## src/hw/rtl/htfd_pkg.sv

```systemverilog
// Shared constants and the CRC-8 byte update for the sensor frame decoder.
// No dependencies.
`timescale 1ns / 1ps

package htfd_pkg;

	localparam int unsigned FRAME_BYTES = 7;
	localparam int unsigned STORE_DEPTH = FRAME_BYTES - 1;
	localparam int unsigned POS_W       = 3;

	localparam logic [7:0] CRC_INIT = 8'hFF;
	localparam logic [7:0] CRC_POLY = 8'h31;

	localparam logic [13:0] HUM_SCALE  = 14'd10000;
	localparam logic [14:0] TEMP_SCALE = 15'd20000;
	localparam logic [14:0] TEMP_BIAS  = 15'd5000;

	localparam int unsigned RAW_W   = 20;
	localparam int unsigned HPROD_W = RAW_W + 14;
	localparam int unsigned TPROD_W = RAW_W + 15;

	typedef logic [POS_W-1:0] pos_t;

	// MSB-first CRC-8 update over one byte, no final xor
	function automatic logic [7:0] crc8_feed(input logic [7:0] crc, input logic [7:0] b);
		logic [7:0] v;
		v = crc ^ b;
		for (int k = 0; k < 8; k++) begin
			if (v[7]) begin
				v = {v[6:0], 1'b0} ^ CRC_POLY;
			end else begin
				v = {v[6:0], 1'b0};
			end
		end
		return v;
	endfunction

endpackage

```

## src/hw/rtl/humidity_temperature_frame_decoder_top.sv

```systemverilog
// Sensor reply frame decoder: byte assembly, CRC-8 check, raw unpack and scaling.
// Depends on htfd_pkg.
`timescale 1ns / 1ps

// After the transfer of the CRC byte a result passes the unpack register (loaded at
// that edge), then the multiplier register, then the output register.
// Throughput: one byte per cycle while rx_ready is high; the byte-wise CRC update
// and the two 20-bit constant multipliers each fit between registers.
// Reset: arst_n clears the byte position, loads the CRC with its initial
// value and empties every pipeline stage; the frame store is not cleared.
module humidity_temperature_frame_decoder_top (
	input  logic                      clk,
	input  logic                      arst_n,
	input  logic                      rx_valid,
	output logic                      rx_ready,
	input  logic [7:0]                rx_byte,
	input  logic                      frame_start,
	output logic                      res_valid,
	input  logic                      res_ready,
	output logic [7:0]                status_byte,
	output logic [19:0]               raw_humidity,
	output logic [19:0]               raw_temperature,
	output logic [13:0]               humidity_centi,
	output logic signed [14:0]        temperature_centi,
	output logic                      crc_ok
);
	import htfd_pkg::*;

	localparam pos_t LAST_POS = pos_t'(STORE_DEPTH);

	pos_t       pos_q;
	logic [7:0] crc_q;
	logic [7:0] store_q [STORE_DEPTH];

	logic             v_s1, v_s2;
	logic [7:0]       status_s1, status_s2;
	logic [RAW_W-1:0] rh_s1, rt_s1, rh_s2, rt_s2;
	logic             ok_s1, ok_s2;
	logic [HPROD_W-1:0] hprod_s2;
	logic [TPROD_W-1:0] tprod_s2;

	logic rdy_out, rdy_s2, rdy_s1;
	logic take, emit;

	assign rdy_out  = !res_valid || res_ready;
	assign rdy_s2   = !v_s2 || rdy_out;
	assign rdy_s1   = !v_s1 || rdy_s2;
	assign rx_ready = rdy_s1;
	assign take     = rx_valid && rx_ready;
	assign emit     = take && !frame_start && (pos_q == LAST_POS);

	// frame assembly and running CRC
	always_ff @(posedge clk or negedge arst_n) begin
		if (!arst_n) begin
			pos_q <= '0;
			crc_q <= CRC_INIT;
		end else if (take) begin
			if (frame_start) begin
				pos_q <= pos_t'(1);
				crc_q <= crc8_feed(CRC_INIT, rx_byte);
			end else if (pos_q == '0 || pos_q > LAST_POS) begin
				pos_q <= '0;
			end else if (pos_q < LAST_POS) begin
				pos_q <= pos_q + pos_t'(1);
				crc_q <= crc8_feed(crc_q, rx_byte);
			end else begin
				pos_q <= '0;
				crc_q <= CRC_INIT;
			end
		end
	end

	always_ff @(posedge clk) begin
		for (int i = 0; i < STORE_DEPTH; i++) begin
			if (take) begin
				if (frame_start && i == 0) begin
					store_q[i] <= rx_byte;
				end else if (!frame_start && pos_q != '0 && pos_q < LAST_POS
						&& pos_q == pos_t'(i)) begin
					store_q[i] <= rx_byte;
				end
			end
		end
	end

	// stage valids
	always_ff @(posedge clk or negedge arst_n) begin
		if (!arst_n) begin
			v_s1      <= 1'b0;
			v_s2      <= 1'b0;
			res_valid <= 1'b0;
		end else begin
			if (rdy_s1) v_s1 <= emit;
			if (rdy_s2) v_s2 <= v_s1;
			if (rdy_out) res_valid <= v_s2;
		end
	end

	// unpack on the CRC byte
	always_ff @(posedge clk) begin
		if (rdy_s1 && emit) begin
			status_s1 <= store_q[0];
			rh_s1     <= {store_q[1], store_q[2], store_q[3][7:4]};
			rt_s1     <= {store_q[3][3:0], store_q[4], store_q[5]};
			ok_s1     <= (crc_q == rx_byte);
		end
	end

	// scale multipliers
	always_ff @(posedge clk) begin
		if (rdy_s2 && v_s1) begin
			status_s2 <= status_s1;
			rh_s2     <= rh_s1;
			rt_s2     <= rt_s1;
			ok_s2     <= ok_s1;
			hprod_s2  <= HPROD_W'(rh_s1) * HPROD_W'(HUM_SCALE);
			tprod_s2  <= TPROD_W'(rt_s1) * TPROD_W'(TEMP_SCALE);
		end
	end

	// truncate, remove the temperature offset, hold for the transfer
	always_ff @(posedge clk) begin
		if (rdy_out && v_s2) begin
			status_byte       <= status_s2;
			raw_humidity      <= rh_s2;
			raw_temperature   <= rt_s2;
			crc_ok            <= ok_s2;
			humidity_centi    <= hprod_s2[HPROD_W-1:RAW_W];
			temperature_centi <= $signed(tprod_s2[TPROD_W-1:RAW_W] - TEMP_BIAS);
		end
	end

	a_pos_range: assert property (@(posedge clk) disable iff (!arst_n)
		pos_q <= LAST_POS)
		else $error("byte position beyond the CRC byte");

	a_crc_idle: assert property (@(posedge clk) disable iff (!arst_n)
		pos_q == '0 |-> crc_q == CRC_INIT)
		else $error("CRC not at initial value while idle");

	a_emit_fill: assert property (@(posedge clk) disable iff (!arst_n)
		emit |=> v_s1)
		else $error("CRC byte transfer did not fill the unpack stage");

	a_no_overrun: assert property (@(posedge clk) disable iff (!arst_n)
		(res_valid && !res_ready) |=> res_valid && $stable(crc_ok))
		else $error("pending result overwritten");

endmodule
```

## config.mk

```make
export PLATFORM = sky130hd
export DESIGN_NAME = humidity_temperature_frame_decoder_top
export DESIGN_NICKNAME = d
export VERILOG_FILES = /design/src/hw/rtl/htfd_pkg.sv /design/src/hw/rtl/humidity_temperature_frame_decoder_top.sv
export SDC_FILE = /design/constraint.sdc
export NUM_CORES = 1
export LEC_CHECK = 0
export BUFFER_PORTS_ARGS = -buffer_cell sky130_fd_sc_hd__buf_2
export CORE_ASPECT_RATIO = 1.5
export CORE_MARGIN = 5
export CORE_UTILIZATION = 50
export DETAILED_ROUTE_END_ITERATION = 10
export HOLD_SLACK_MARGIN = 0.1
export PLACE_DENSITY = 0.75
export SLEW_MARGIN = 20
export SYNTH_ARGS = -nofsm -noshare
export SYNTH_HDL_FRONTEND = slang
export SYNTH_SLANG_ARGS = --single-unit
```

## constraint.sdc

```tcl
create_clock -name clk -period 5.2 [get_ports clk]
set_input_delay 0.26 -clock clk [delete_from_list [all_inputs] [get_ports clk]]
set_output_delay 0.26 -clock clk [all_outputs]
set_load 0.005 [all_outputs]
```

Yosys cells after proc, flatten, opt, wreduce, memory -nomap -nowiden. Memories as Yosys holds them, arrays and structs flattened. A register that Yosys moved wholly into a read port is not among the register bits. Index checks and enable logic that the tools add are counted.

Memory bits (read-only): 0. Latch bits: 0. Memories: 1. Bits in writable memories: 48. Register bits after elaboration: 202.

Magnitude comparators: 2. Shifts and indexed selects: 0. Bitwise operators: 19. Div/mod/pow operators: 0. Reduce and logical (&&, ||, !) cells: 30. Equality and inequality tests: 8. $mul: 2. Mux-type cells: 102. Add/sub/neg operators: 2.

Memories: store_q (depth 6, width 8, rd ports 6, clocked after memory_dff 6, wr ports 1, line humidity_temperature_frame_decoder_top.sv:33) `logic [7:0] store_q [STORE_DEPTH];`.

Operators by type and width (count): $mux 8 (51); $mux 6 (16); $mul 20x10->30 const B (2); $not 3->3 (16); $reduce_or 8->1 (5); $mux 1 (27); $mux 3 (8); $sub 15x13->15 const B (1); $logic_and 1x1->1 (14); $eq 3x3->1 const B (3); $eq 8x8->1 (1); $not 8->8 (1); $xor 8x8->8 (1); $eq 3x2->1 const B (2); $logic_not 1->1 (4); $logic_or 1x1->1 (4); $add 3x1->3 const B (1); $eq 3x1->1 const B (1); $gt 3x3->1 const B (1); $logic_not 3->1 (1); $lt 3x3->1 const B (1); $reduce_bool 3->1 (1); $ne 2x2->1 const B (1); $reduce_and 2->1 (1); $or 1x1->1 (1).

Depth between registers and ports, before layout. Gate-level depths: netlist of the first run.

Depth in word-level cells: 48. Depth in mapped cells: 20. Gate-level depth less buffers: 20.

Worst setup path after synthesis of the first run. Ideal clock, no wire load.

Path type: reg2reg. Start: register res_valid. End: register ok_s1, enable pin. Clock period less this slack: 4.809 ns. Arrival: 4.293 ns. Cell stages (with the launch flop): 5. Path buffers: 0. Setup time: 0.516 ns. Slack: 0.391 ns. Path through: dfrtp_1 nor2b_1 nand3_1 nand2_1 nor3_1.

Word-level cells in the longest chain between the ends: 8.

RTL lines: start, declared (line humidity_temperature_frame_decoder_top.sv:18) `output logic res_valid,`; start signal, assigned (line humidity_temperature_frame_decoder_top.sv:95) `if (rdy_out) res_valid <= v_s2;`; $logic_not 1->1 (*) (line humidity_temperature_frame_decoder_top.sv:45) `assign rdy_out = !res_valid || res_ready;`; $logic_or 1x1->1 (*) (line humidity_temperature_frame_decoder_top.sv:45); $logic_or 1x1->1 (*) (line humidity_temperature_frame_decoder_top.sv:46) `assign rdy_s2 = !v_s2 || rdy_out;`; $logic_or 1x1->1 (*) (line humidity_temperature_frame_decoder_top.sv:47) `assign rdy_s1 = !v_s1 || rdy_s2;`; named net rx_ready (line humidity_temperature_frame_decoder_top.sv:15) `output logic rx_ready,`; $logic_and 1x1->1 (line humidity_temperature_frame_decoder_top.sv:49) `assign take = rx_valid && rx_ready;`; $logic_and 1x1->1 (2 in series) (line humidity_temperature_frame_decoder_top.sv:50) `assign emit = take && !frame_start && (pos_q == LAST_POS);`; $logic_and 1x1->1 (*) (line humidity_temperature_frame_decoder_top.sv:101) `if (rdy_s1 && emit) begin`; end signal, assigned (line humidity_temperature_frame_decoder_top.sv:105) `ok_s1 <= (crc_q == rx_byte);`; end, declared (line humidity_temperature_frame_decoder_top.sv:38) `logic ok_s1, ok_s2;`.

The timed path passes the listed nets; every way through them passes the cells marked *. A chain may end at the register's enable or synchronous reset.

Worst setup path in the final report of the first run.
Start: register rh_s1[12] (read register of store_q). End: register hprod_s2[28] (data pin).

Word-level cells in the longest chain between the ends: 1.

RTL lines: start, declared (line humidity_temperature_frame_decoder_top.sv:37) `logic [RAW_W-1:0] rh_s1, rt_s1, rh_s2, rt_s2;`; $mul 20x10->30 (line humidity_temperature_frame_decoder_top.sv:116) `hprod_s2 <= HPROD_W'(rh_s1) * HPROD_W'(HUM_SCALE);`; end signal, assigned (line humidity_temperature_frame_decoder_top.sv:116); end, declared (line humidity_temperature_frame_decoder_top.sv:39) `logic [HPROD_W-1:0] hprod_s2;`.

No other way between the ends.

==> impl_metrics.ini, run 1 <==
[global_route]
overflow = 0
grt_pass1_vias = 8117
grt_pass1_wl_um = 40100
grt_max_degree = 79
grtUsageTotal = 0.153
antenna_found_initial = 0

[floorplan]
initial_core_util = 0.506
fp.dieW_um = 149
core_mm2 = 0.0287
die_h_um = 219
rows = 76
die_area_mm2 = 0.0327
num_io_pins = 93

[worst_setup_path]
reg2reg_to = hprod_s2[28]$_DFFE_PP_
critPathArrivalTime_ns = 5.20
rr_startpoint = rh_s1[12]$_DFFE_PP_
crit_end = hprod_s2[28]$_DFFE_PP_
cp-start-kind = flip-flop
cp_max_fo = 5
startpoint = rh_s1[12]$_DFFE_PP_
rrSetupSlack_ns = 0.27
critPathKind = reg2reg
crit_path_end_kind = flip-flop
reg2reg_depth = 15
worstPathRequired_ns = 5.47

[flow_run]
drv_cap = 0

[timing]
fin_worst_skew_ns = 0.0145
hold_slack_ns = 0.139
layout_min_cycle_time_ns = 4.93
setup_viol_count_final = 0
slew_headroom = 0.499
tns_ns = 0
worst_pin_slew_ns = 0.752
timing.final.crit_share = 0.947
fmax_mhz = 203
hold_viol = 0
drv_slew = 0
layout_setup_ws_ns = 0.275
rsz0062_at_grt = no

[logic_synthesis]
synth_nets = 1285
syn_avg_cell_area_um2 = 14.3
synth_edf_count = 253
synth_cell_types = 55
syn_inst = 1014
yosys_most_used_dff = edfxtp_1
synth_warnings = 0
synth_area_mm2 = 0.0145
ys_ff_latch = 267
ys_seq_area_frac = 0.547
ys_async_sr_fraction = 0.0524

[clock_tree]
cts_resized = 0
clk_pin_slew_worst_paths_ns = 0.06
htreeDepth = 1
cts_max_path_buffers = 3
clkLatencyLatePin_ns = 0.54
cts_buffers = 26
cts_root_buf = clkbuf_16
cts_num_sinks = 267
cts_tree = built

[routing]
vias = 7766
drt-initial-drc-count = 426
routed_via_density = 4.98
first_pass_iters = 4
drc_errors = 0
wl_um = 24000
routedWlPerCell_um = 15.4
ant_nets = 0

[place]
gp_congestion = 0.843
pre_cts_ws_ns = 0.248
hpwlAfterDp_um = 18000
port_buffers = 92
placed_cell_area_mm2 = 0.0155

[layout]
fillCellCount = 2308
drive_gt1_frac = 0.144
area_delta_synth_final_pct = 14.0
n_antenna_cell = 0
final_area_mm2 = 0.0166
nets = 1421

[min_path]
hold_path_class = in2reg

[run_status]
outcome = finished, final reports clean

[power]
p_per_area_mw_per_mm2 = 292
p_leak_nw = 7.12
vdd_drop_max_mv = 0.267
cell families (layout without fill, tap and decap cells):
group           count (synthesis)  after routing  share of synthesized area
fa+ha+maj                     258            258                      0.269
simple gates                  107            107                     0.0376
buf+inv                       203            359                     0.0524
compound gates                110            110                     0.0504
flops                         267            267                      0.547
xor+xnor                       69             69                     0.0431
synthesized netlist by cell type, drive strengths merged, types with 4 or more instances:
library cell  instances  area [um^2]
fa                   92         1840
nand2                26         97.6
dfstp                 8          210
a21o                 18          136
dfrtp                 6          150
a211oi                4         35.0
nor2b                 5         31.3
nor3                  5         25.0
and3                  8         50.1
nor2                 24         90.1
edfxtp              253         7600
o21ai                30          150
a221oi                6         52.6
inv                 200          751
nand2b                5         31.3
nand4                 9         56.3
nand3                 9         45.0
ha                  166         2080
a21oi                27          143
xnor2                49          444
xor2                 20          183
layer usage:
layer,vias to the layer above,wire (um),global-route usage
met5,-,0,0
met4,0,413,0.0400
met3,29,900,0.0217
met2,124,12700,0.281
met1,3831,9930,0.190
li1,3782,-,-
cell usage in the layout, fill, tap and decap left out, types with 3 or more instances in the layout:
| cell | synthesis | final |
|---|---|---|
| nor2b_1 | 5 | 5 |
| dfrtp_1 | 6 | 6 |
| a221oi_1 | 6 | 6 |
| fa_1 | 92 | 92 |
| nand4_1 | 9 | 9 |
| clkbuf_16 | 0 | 26 |
| o21ai_0 | 27 | 27 |
| nor2_1 | 24 | 24 |
| buf_4 | 0 | 8 |
| and3_1 | 8 | 8 |
| a21o_1 | 17 | 17 |
| nand2_1 | 26 | 26 |
| a21oi_1 | 25 | 25 |
| nand2b_1 | 5 | 5 |
| clkbuf_1 | 3 | 5 |
| o31ai_1 | 3 | 3 |
| xnor2_1 | 47 | 47 |
| nor3_1 | 5 | 3 |
| clkbuf_8 | 0 | 3 |
| inv_1 | 200 | 200 |
| xor2_1 | 19 | 19 |
| dlygate4sd3_1 | 0 | 9 |
| dfstp_2 | 8 | 8 |
| clkinvlp_4 | 0 | 3 |
| a211oi_1 | 3 | 3 |
| nand3_1 | 9 | 9 |
| ha_1 | 166 | 166 |
| a31oi_1 | 3 | 3 |
| o21ai_1 | 3 | 3 |
| buf_2 | 0 | 92 |
| bufinv_16 | 0 | 3 |
| edfxtp_1 | 253 | 253 |
worst max-delay path, stage by stage, from the launching register on:
cell	delay (ns)
edfxtp_1	0.57
inv_1	0.16
fa_1	0.50
inv_1	0.04
ha_1	0.29
fa_1	0.49
ha_1	0.34
fa_1	0.48
ha_1	0.38
a21o_1	0.22
a221o_1	0.35
o2bb2ai_1	0.17
o21ai_0	0.15
nor2b_1	0.24
o21ai_0	0.14
xor2_1	0.16
worst min-delay path by stage:
stage	startpoint	endpoint	slack, ns	depth (start not counted)
after floorplan	arst_n	pos_q[0]$_DFFE_PN0P_	-0.04	0
after global placement	arst_n	pos_q[2]$_DFFE_PN0P_	0.19	1
after detailed placement	arst_n	v_s2$_DFFE_PN0P_	0.19	1
after CTS	rx_byte[1]	store_q[5][1]$_DFFE_PP_	0.11	1
after global routing	rx_byte[1]	store_q[5][1]$_DFFE_PP_	0.12	1
final	rx_byte[1]	store_q[0][1]$_DFFE_PP_	0.14	1
what timing repair did:
item,4_1_cts,5_1_grt
hold buffers,9,0
setup endpoints to repair,0,1
buffers inserted,0,4
hold endpoints to repair,55,0
cell type report:
class,instances,area (um^2),share of cell area
Sequential cell,267,7960,0.480
Multi-Input combinational cell,544,5840,0.352
Inverter,200,751,0.0453
Clock buffer,34,711,0.0429
Timing Repair Buffer,111,651,0.0392
Tap cell,390,488,0.0294
Clock inverter,14,184,0.0111
report_power, final:
part | switching, mW | leakage (nW) | internal (mW) | total [mW]
clock network | 0.789 | 0.426 | 1.13 | 1.92
registers | 0.0341 | 2.44 | 2.40 | 2.44
logic | 0.247 | 4.25 | 0.234 | 0.481
registers in the layout (all words and copies together) (netlist names), 14 cells and up:
register           flops
rt_s2                 20
tprod_s2              15
rh_s2                 20
raw_humidity          20
hprod_s2              14
temperature_centi     15
humidity_centi        14
rt_s1                 20
raw_temperature       20
store_q               48
rh_s1                 20
stage by stage:
| step | power (mW) | cells | utilization |
|---|---|---|---|
| finish | 4.84 | 1560 | 0.577 |
| global route | 5.04 | 1560 | 0.577 |
| CTS | 4.89 | 1554 | 0.575 |
| detailed placement | 2.96 | 1497 | 0.541 |
| global placement | 2.95 | 1497 | 0.541 |
| floorplan | 2.87 | 1014 | - |
No activity file was read; power rests on OpenSTA's default activity.
==> run 2, diff against run 1 <==
==> constraint.sdc (replaced) <==
create_clock -name clk -period 5.2 [get_ports clk]
set_input_delay 1.3 -clock clk [delete_from_list [all_inputs] [get_ports clk]]
set_output_delay 1.3 -clock clk [all_outputs]
set_load 0.005 [all_outputs]
==> run 2 against run 1 <==
Effect of this change:
- die area stayed put
- wire length increased by 4.4%
- count of clock-buffer cells in the layout increased by 4
- via count grew 0.89%
- non-clock buffer count down 11
- global-route usage increased by 0.81 points
- critical path depth rose by 1
- combinational power is essentially flat
- worst hold slack improved by 0.27 ns
- sequential share of layout area up 0.42 points
- clock power decreased by 4%
- largest power group unchanged
==> impl_metrics.ini, run 2 (synthesis gave the netlist of run 1 again) <==
[routing]
wl_um = 25000
vias = 7835
drt-initial-drc-count = 289
routedWlPerCell_um = 16.2
routed_via_density = 5.06
drc_errors = 0
ant_nets = 0
first_pass_iters = 5

[power]
switching_share = 0.226
pwr-share-seq = 0.512
pwr-share-comb = 0.101
vdd_drop_max_mv = 0.331
p_leak_nw = 7.07
p_switching_mw = 1.07
power_frac_clock = 0.387
p_per_area_mw_per_mm2 = 290
p_int_mw = 3.69

[timing]
rsz0062_at_grt = no
hold_viol = 0
layout_setup_ws_ns = 0.235
slew_headroom = 0.510
layout_min_cycle_time_ns = 4.96
fin_worst_skew_ns = 0.0135
fmax_mhz = 201
timing.final.crit_share = 0.955
setup_viol_count_final = 0
worst_pin_slew_ns = 0.735
tns_ns = 0
drv_slew = 0
hold_slack_ns = 0.412

[layout]
post-route-util = 0.572
final_common_cell = edfxtp_1
final_area_mm2 = 0.0164
final_cell_mix = edfxtp_1 (253), inv_1 (200), ha_1 (166)
largest_register_ffs = 48
regMostFlops = store_q
drive_gt1_frac = 0.143
n_antenna_cell = 0
nets = 1410
area_delta_synth_final_pct = 13.0
fillCellCount = 2326

[place]
hpwlAfterDp_um = 18600
pre_cts_ws_ns = 0.231
gp_congestion = 0.860
placed_cell_area_mm2 = 0.0155
port_buffers = 92

[floorplan]
fp.dieW_um = 149
initial_core_util = 0.506
rows = 76
core_mm2 = 0.0287
die_h_um = 219
num_io_pins = 93
die_area_mm2 = 0.0327

[min_path]
hold_path_class = reg2reg

[worst_setup_path]
crit_path_end_kind = flip-flop
max_stage_delay_ns = 0.52
critPathKind = reg2reg
worstPathRequired_ns = 5.48
cp-start-kind = flip-flop
cp_cell_sequence = inv_1, fa_1, inv_1, ha_1, fa_1, ha_1, fa_1, ha_1, a21o_1, a21o_1, a221o_1, o2bb2ai_1, o21ai_0, nor2b_1, o21ai_0, xor2_1
cp_max_fo = 4
critPathArrivalTime_ns = 5.24
slowest_stage = fa_1

[clock_tree]
cts_buffers = 26
htreeDepth = 1
clk_pin_slew_worst_paths_ns = 0.07
cts_resized = 0
clkLatencyLatePin_ns = 0.54
cts_tree = built
cts_max_path_buffers = 3
cts_root_buf = clkbuf_16
cts_num_sinks = 267

[global_route]
grt_pass1_vias = 8406
grt_pass1_wl_um = 41900
grtUsageTotal = 0.161
overflow = 0
grt.busiest_layer = met2
antenna_found_initial = 0
grt_max_degree = 79
grtUsageMet1 = 0.195
grtUsageMet2 = 0.297
use_met3 = 0.0213

[run_status]
outcome = finished, final reports clean

[flow_run]
drv_cap = 0
run 2: per-stage QoR:
step	std cells	total power, mW
3_3_place_gp	1497	2.95
4_1_cts	1545	4.82
2_1_floorplan	1014	2.87
3_5_place_dp	1497	2.96
6_report	1549	4.77
5_1_grt	1549	4.96
run 2: power by group through the flow:
stage	Sequential, mW	Combinational, mW	Clock [mW]
after floorplan	2.47	0.396	0
after global placement	2.48	0.469	0
after detailed placement	2.48	0.477	0
after CTS	2.44	0.483	1.90
after global routing	2.44	0.524	1.99
final	2.44	0.481	1.85
run 2: path summary, 6_finish.rpt:
path / end / slack (ns) / from / cells past startpoint
max in group asynchronous: crc_q[1]$_DFFE_PN1P_ / 4.23 / arst_n / 1
setup / recovery: hprod_s2[28]$_DFFE_PP_ / 0.24 / rh_s1[8]$_DFFE_PP_ / 16
hold / removal: rt_s1[19]$_DFFE_PP_ / 0.41 / store_q[3][3]$_DFFE_PP_ / 0
min in group asynchronous: pos_q[1]$_DFFE_PN0P_ / 0.66 / arst_n / 1
hold reg to reg: rt_s1[19]$_DFFE_PP_ / 0.41 / store_q[3][3]$_DFFE_PP_ / 0
setup reg to reg: hprod_s2[28]$_DFFE_PP_ / 0.24 / rh_s1[8]$_DFFE_PP_ / 16
run 2: critical path, delay by kind of cell, from the launching register on:
family | cells | cell delay [ns]
adder cells (fa/ha/maj) | 6 | 2.42
flip-flops | 1 | 0.51
buffers and inverters | 2 | 0.22
AND/OR/NAND/NOR | 1 | 0.23
AO/OA/AOI/OAI | 6 | 1.16
XOR/XNOR | 1 | 0.17
run 2: final cells by class:
type,instances,area [um^2],share of cell area
repair buffers,100,546,0.0332
clock inverters,10,105,0.00639
well taps,390,488,0.0297
multi-input cells,544,5850,0.356
inverters,200,751,0.0457
flip-flops and latches,267,7960,0.484
clock buffers,38,746,0.0454
run 2: timing repair:
action,4_1_cts,5_1_grt
endpoints found under the setup margin,0,3
buffers inserted,0,2
hold buffers,0,0
run 2: metal layers:
layer / vias to the layer above / part of all wire / wire (um)
li1: 3767 / - / -
met3: 36 / 0.040 / 1000
met5: - / 0 / 0
met1: 3890 / 0.39 / 9870
met4: 0 / 0.023 / 580
met2: 142 / 0.54 / 13600
==> run 3, diff against run 2 <==
--- a/config.mk
+++ b/config.mk
@@ -5,6 +5,7 @@
 export SDC_FILE = /design/constraint.sdc
 export NUM_CORES = 1
 export LEC_CHECK = 0
+export ABC_AREA = 1
 export BUFFER_PORTS_ARGS = -buffer_cell sky130_fd_sc_hd__buf_2
 export CORE_ASPECT_RATIO = 1.5
 export CORE_MARGIN = 5
==> run 3 against run 2 <==
Effect of this change:
- maximum frequency up 4.4%
- design area increased by 6.6%
- synthesized cell count is 34% higher
- worst setup slack improved by 0.21 ns
- largest power group unchanged
- worst hold slack improved by 0.0018 ns
==> impl_metrics.ini, run 3 <==
[routing]
first_pass_iters = 5
met3RoutedLength_um = 966
route.met2.wl_um = 19300
drc_errors = 0
ant_nets = 0
m1WireLength_um = 11800
routed_via_density = 5.15
vias = 9813
top_layer_used = met4
routedWlPerCell_um = 17.7
drt-initial-drc-count = 535
wl_um = 33700

[worst_setup_path]
critPathKind = reg2reg
cp_max_fo = 5
cp_common_cell = nand2_1
max_stage_delay_ns = 0.56
slowest_stage = fa_1
cp_cell_sequence = inv_1, fa_1, inv_1, ha_1, fa_1, ha_1, fa_1, ha_1, nand2_1, nor4_1, nand2_1, a21oi_1, nor2_1, nand2_1, nand2_1
cp-start-kind = flip-flop
critPathArrivalTime_ns = 5.04
crit_path_end_kind = flip-flop
worstPathRequired_ns = 5.49

[power]
pwr-share-comb = 0.120
pwr-share-seq = 0.507
switching_share = 0.251
p_switching_mw = 1.21
vdd_drop_max_mv = 0.186
power_mw = 4.82
p_leak_nw = 7.85
p_int_mw = 3.61
power_frac_clock = 0.373
p_per_area_mw_per_mm2 = 275

[timing]
slew_headroom = 0.297
worst_pin_slew_ns = 1.05
timing.final.crit_share = 0.914
hold_viol = 0
tns_ns = 0
fmax_mhz = 210
setup_viol_count_final = 0
rsz0062_at_grt = no
layout_setup_ws_ns = 0.446
drv_slew = 0
layout_min_cycle_time_ns = 4.75
fin_worst_skew_ns = 0.0294

[layout]
final_cell_mix = inv_1 (270), edfxtp_1 (253), nand2_1 (204)
fillCellCount = 2655
n_antenna_cell = 0
area_delta_synth_final_pct = 11.6
nets = 1753
regMostFlops = store_q
largest_register_ffs = 48
drive_gt1_frac = 0.106
final_common_cell = inv_1

[clock_tree]
htreeDepth = 1
cts_max_path_buffers = 3
cts_setup_buffers = 0
clkLatencyLatePin_ns = 0.55
holdBufCountCts = 0
cts_buffers = 25
cts_root_buf = clkbuf_16
cts_tree = built
clk_pin_slew_worst_paths_ns = 0.06
cts_num_sinks = 267
cts_resized = 0

[logic_synthesis]
synth_area_mm2 = 0.0157
yosys_most_used_dff = edfxtp_1
syn_inst = 1357
yosys.area.top_type = edfxtp_1
ys_ff_latch = 267
netlist.area_leader.share = 0.484
synth_warnings = 0
synth_cell_types = 39
synth_nets = 1628
yosys.cell_count.top_type = inv_1
ys_seq_area_frac = 0.507
syn_avg_cell_area_um2 = 11.6
synthTopCellsByArea = edfxtp_1 (48%), ha_1 (13%), fa_1 (12%)
synthTopCellsByCount = inv_1 (272), edfxtp_1 (253), nand2_1 (204), ha_1 (166), fa_1 (92)
synth_edf_count = 253
ys_async_sr_fraction = 0.0524

[global_route]
grt_pass1_vias = 10500
grt_max_degree = 79
antenna_found_initial = 0
grtUsageTotal = 0.195
grt_pass1_wl_um = 53500
overflow = 0

[place]
pre_cts_ws_ns = 0.518
port_buffers = 92
gp_congestion = 0.975
hpwlAfterDp_um = 26200

[floorplan]
rows = 79
die_area_mm2 = 0.0351
die_h_um = 227
fp.dieW_um = 155
core_mm2 = 0.0310
num_io_pins = 93
initial_core_util = 0.506

[flow_run]
drv_cap = 0

[min_path]
hold_path_class = reg2reg

[run_status]
outcome = finished, final reports clean
[run 3: worst max-delay path: cells and delay by family (launching register included)]
family,cells,cell delay [ns]
and+or+nand+nor,6,0.91
AOI/OAI and AO/OA,1,0.22
buffers and inverters,2,0.24
adders and majority gates,6,2.55
DFF,1,0.55
[run 3: metal layers]
layer | track usage | vias to the layer above
met5 | 0 | -
met4 | 0.0935 | 0
met3 | 0.0183 | 94
met2 | 0.390 | 200
met1 | 0.200 | 4774
li1 | - | 4745
[run 3: through the flow]
stage	cells	instance area [um^2]	hold WS, ns	utilization
after CTS	1904	17500	0.415	0.565
after global placement	1860	16700	0.400	0.539
after floorplan	1357	15700	0.400	-
after detailed placement	1860	16700	0.405	0.539
after global routing	1904	17500	0.421	0.565
final	1904	17500	0.414	0.565
[run 3: power by group through the flow]
stage / clock network, mW / registers, mW / logic [mW]
final: 1.80 / 2.45 / 0.577
after global routing: 1.94 / 2.45 / 0.656
after CTS: 1.84 / 2.45 / 0.579
after detailed placement: 0 / 2.49 / 0.575
after global placement: 0 / 2.49 / 0.560
after floorplan: 0 / 2.48 / 0.450
[run 3: final cells by class]
type	count	area, um^2	share of cell area
clock buffers	33	656	0.0374
multi-input cells	812	6710	0.383
clock inverters	11	131	0.00749
repair buffers	102	539	0.0308
inverters	274	1030	0.0588
flip-flops and latches	267	7960	0.454
well taps	405	507	0.0289
[run 3: cell families (layout without fill, tap and decap cells)]
family | after synthesis | after routing | synth area share
DFF | 267 | 267 | 0.507
buffers and inverters | 278 | 420 | 0.0672
adders and majority gates | 258 | 258 | 0.249
xor gates and xnor gates | 57 | 57 | 0.0327
AOI/OAI and AO/OA | 137 | 137 | 0.0495
and+or+nand+nor | 360 | 360 | 0.0945
[run 3: final timing paths]
path / from / endpoint / slack, ns / cells after the start
setup / recovery: rh_s1[10]$_DFFE_PP_ / hprod_s2[26]$_DFFE_PP_ / 0.45 / 15
setup reg to reg: rh_s1[10]$_DFFE_PP_ / hprod_s2[26]$_DFFE_PP_ / 0.45 / 15
max in group asynchronous: arst_n / crc_q[4]$_DFFE_PN1P_ / 4.22 / 1
hold reg to reg: status_s1[6]$_DFFE_PP_ / status_s2[6]$_DFFE_PP_ / 0.41 / 0
hold / removal: status_s1[6]$_DFFE_PP_ / status_s2[6]$_DFFE_PP_ / 0.41 / 0
min in group asynchronous: arst_n / pos_q[1]$_DFFE_PN0P_ / 0.66 / 1
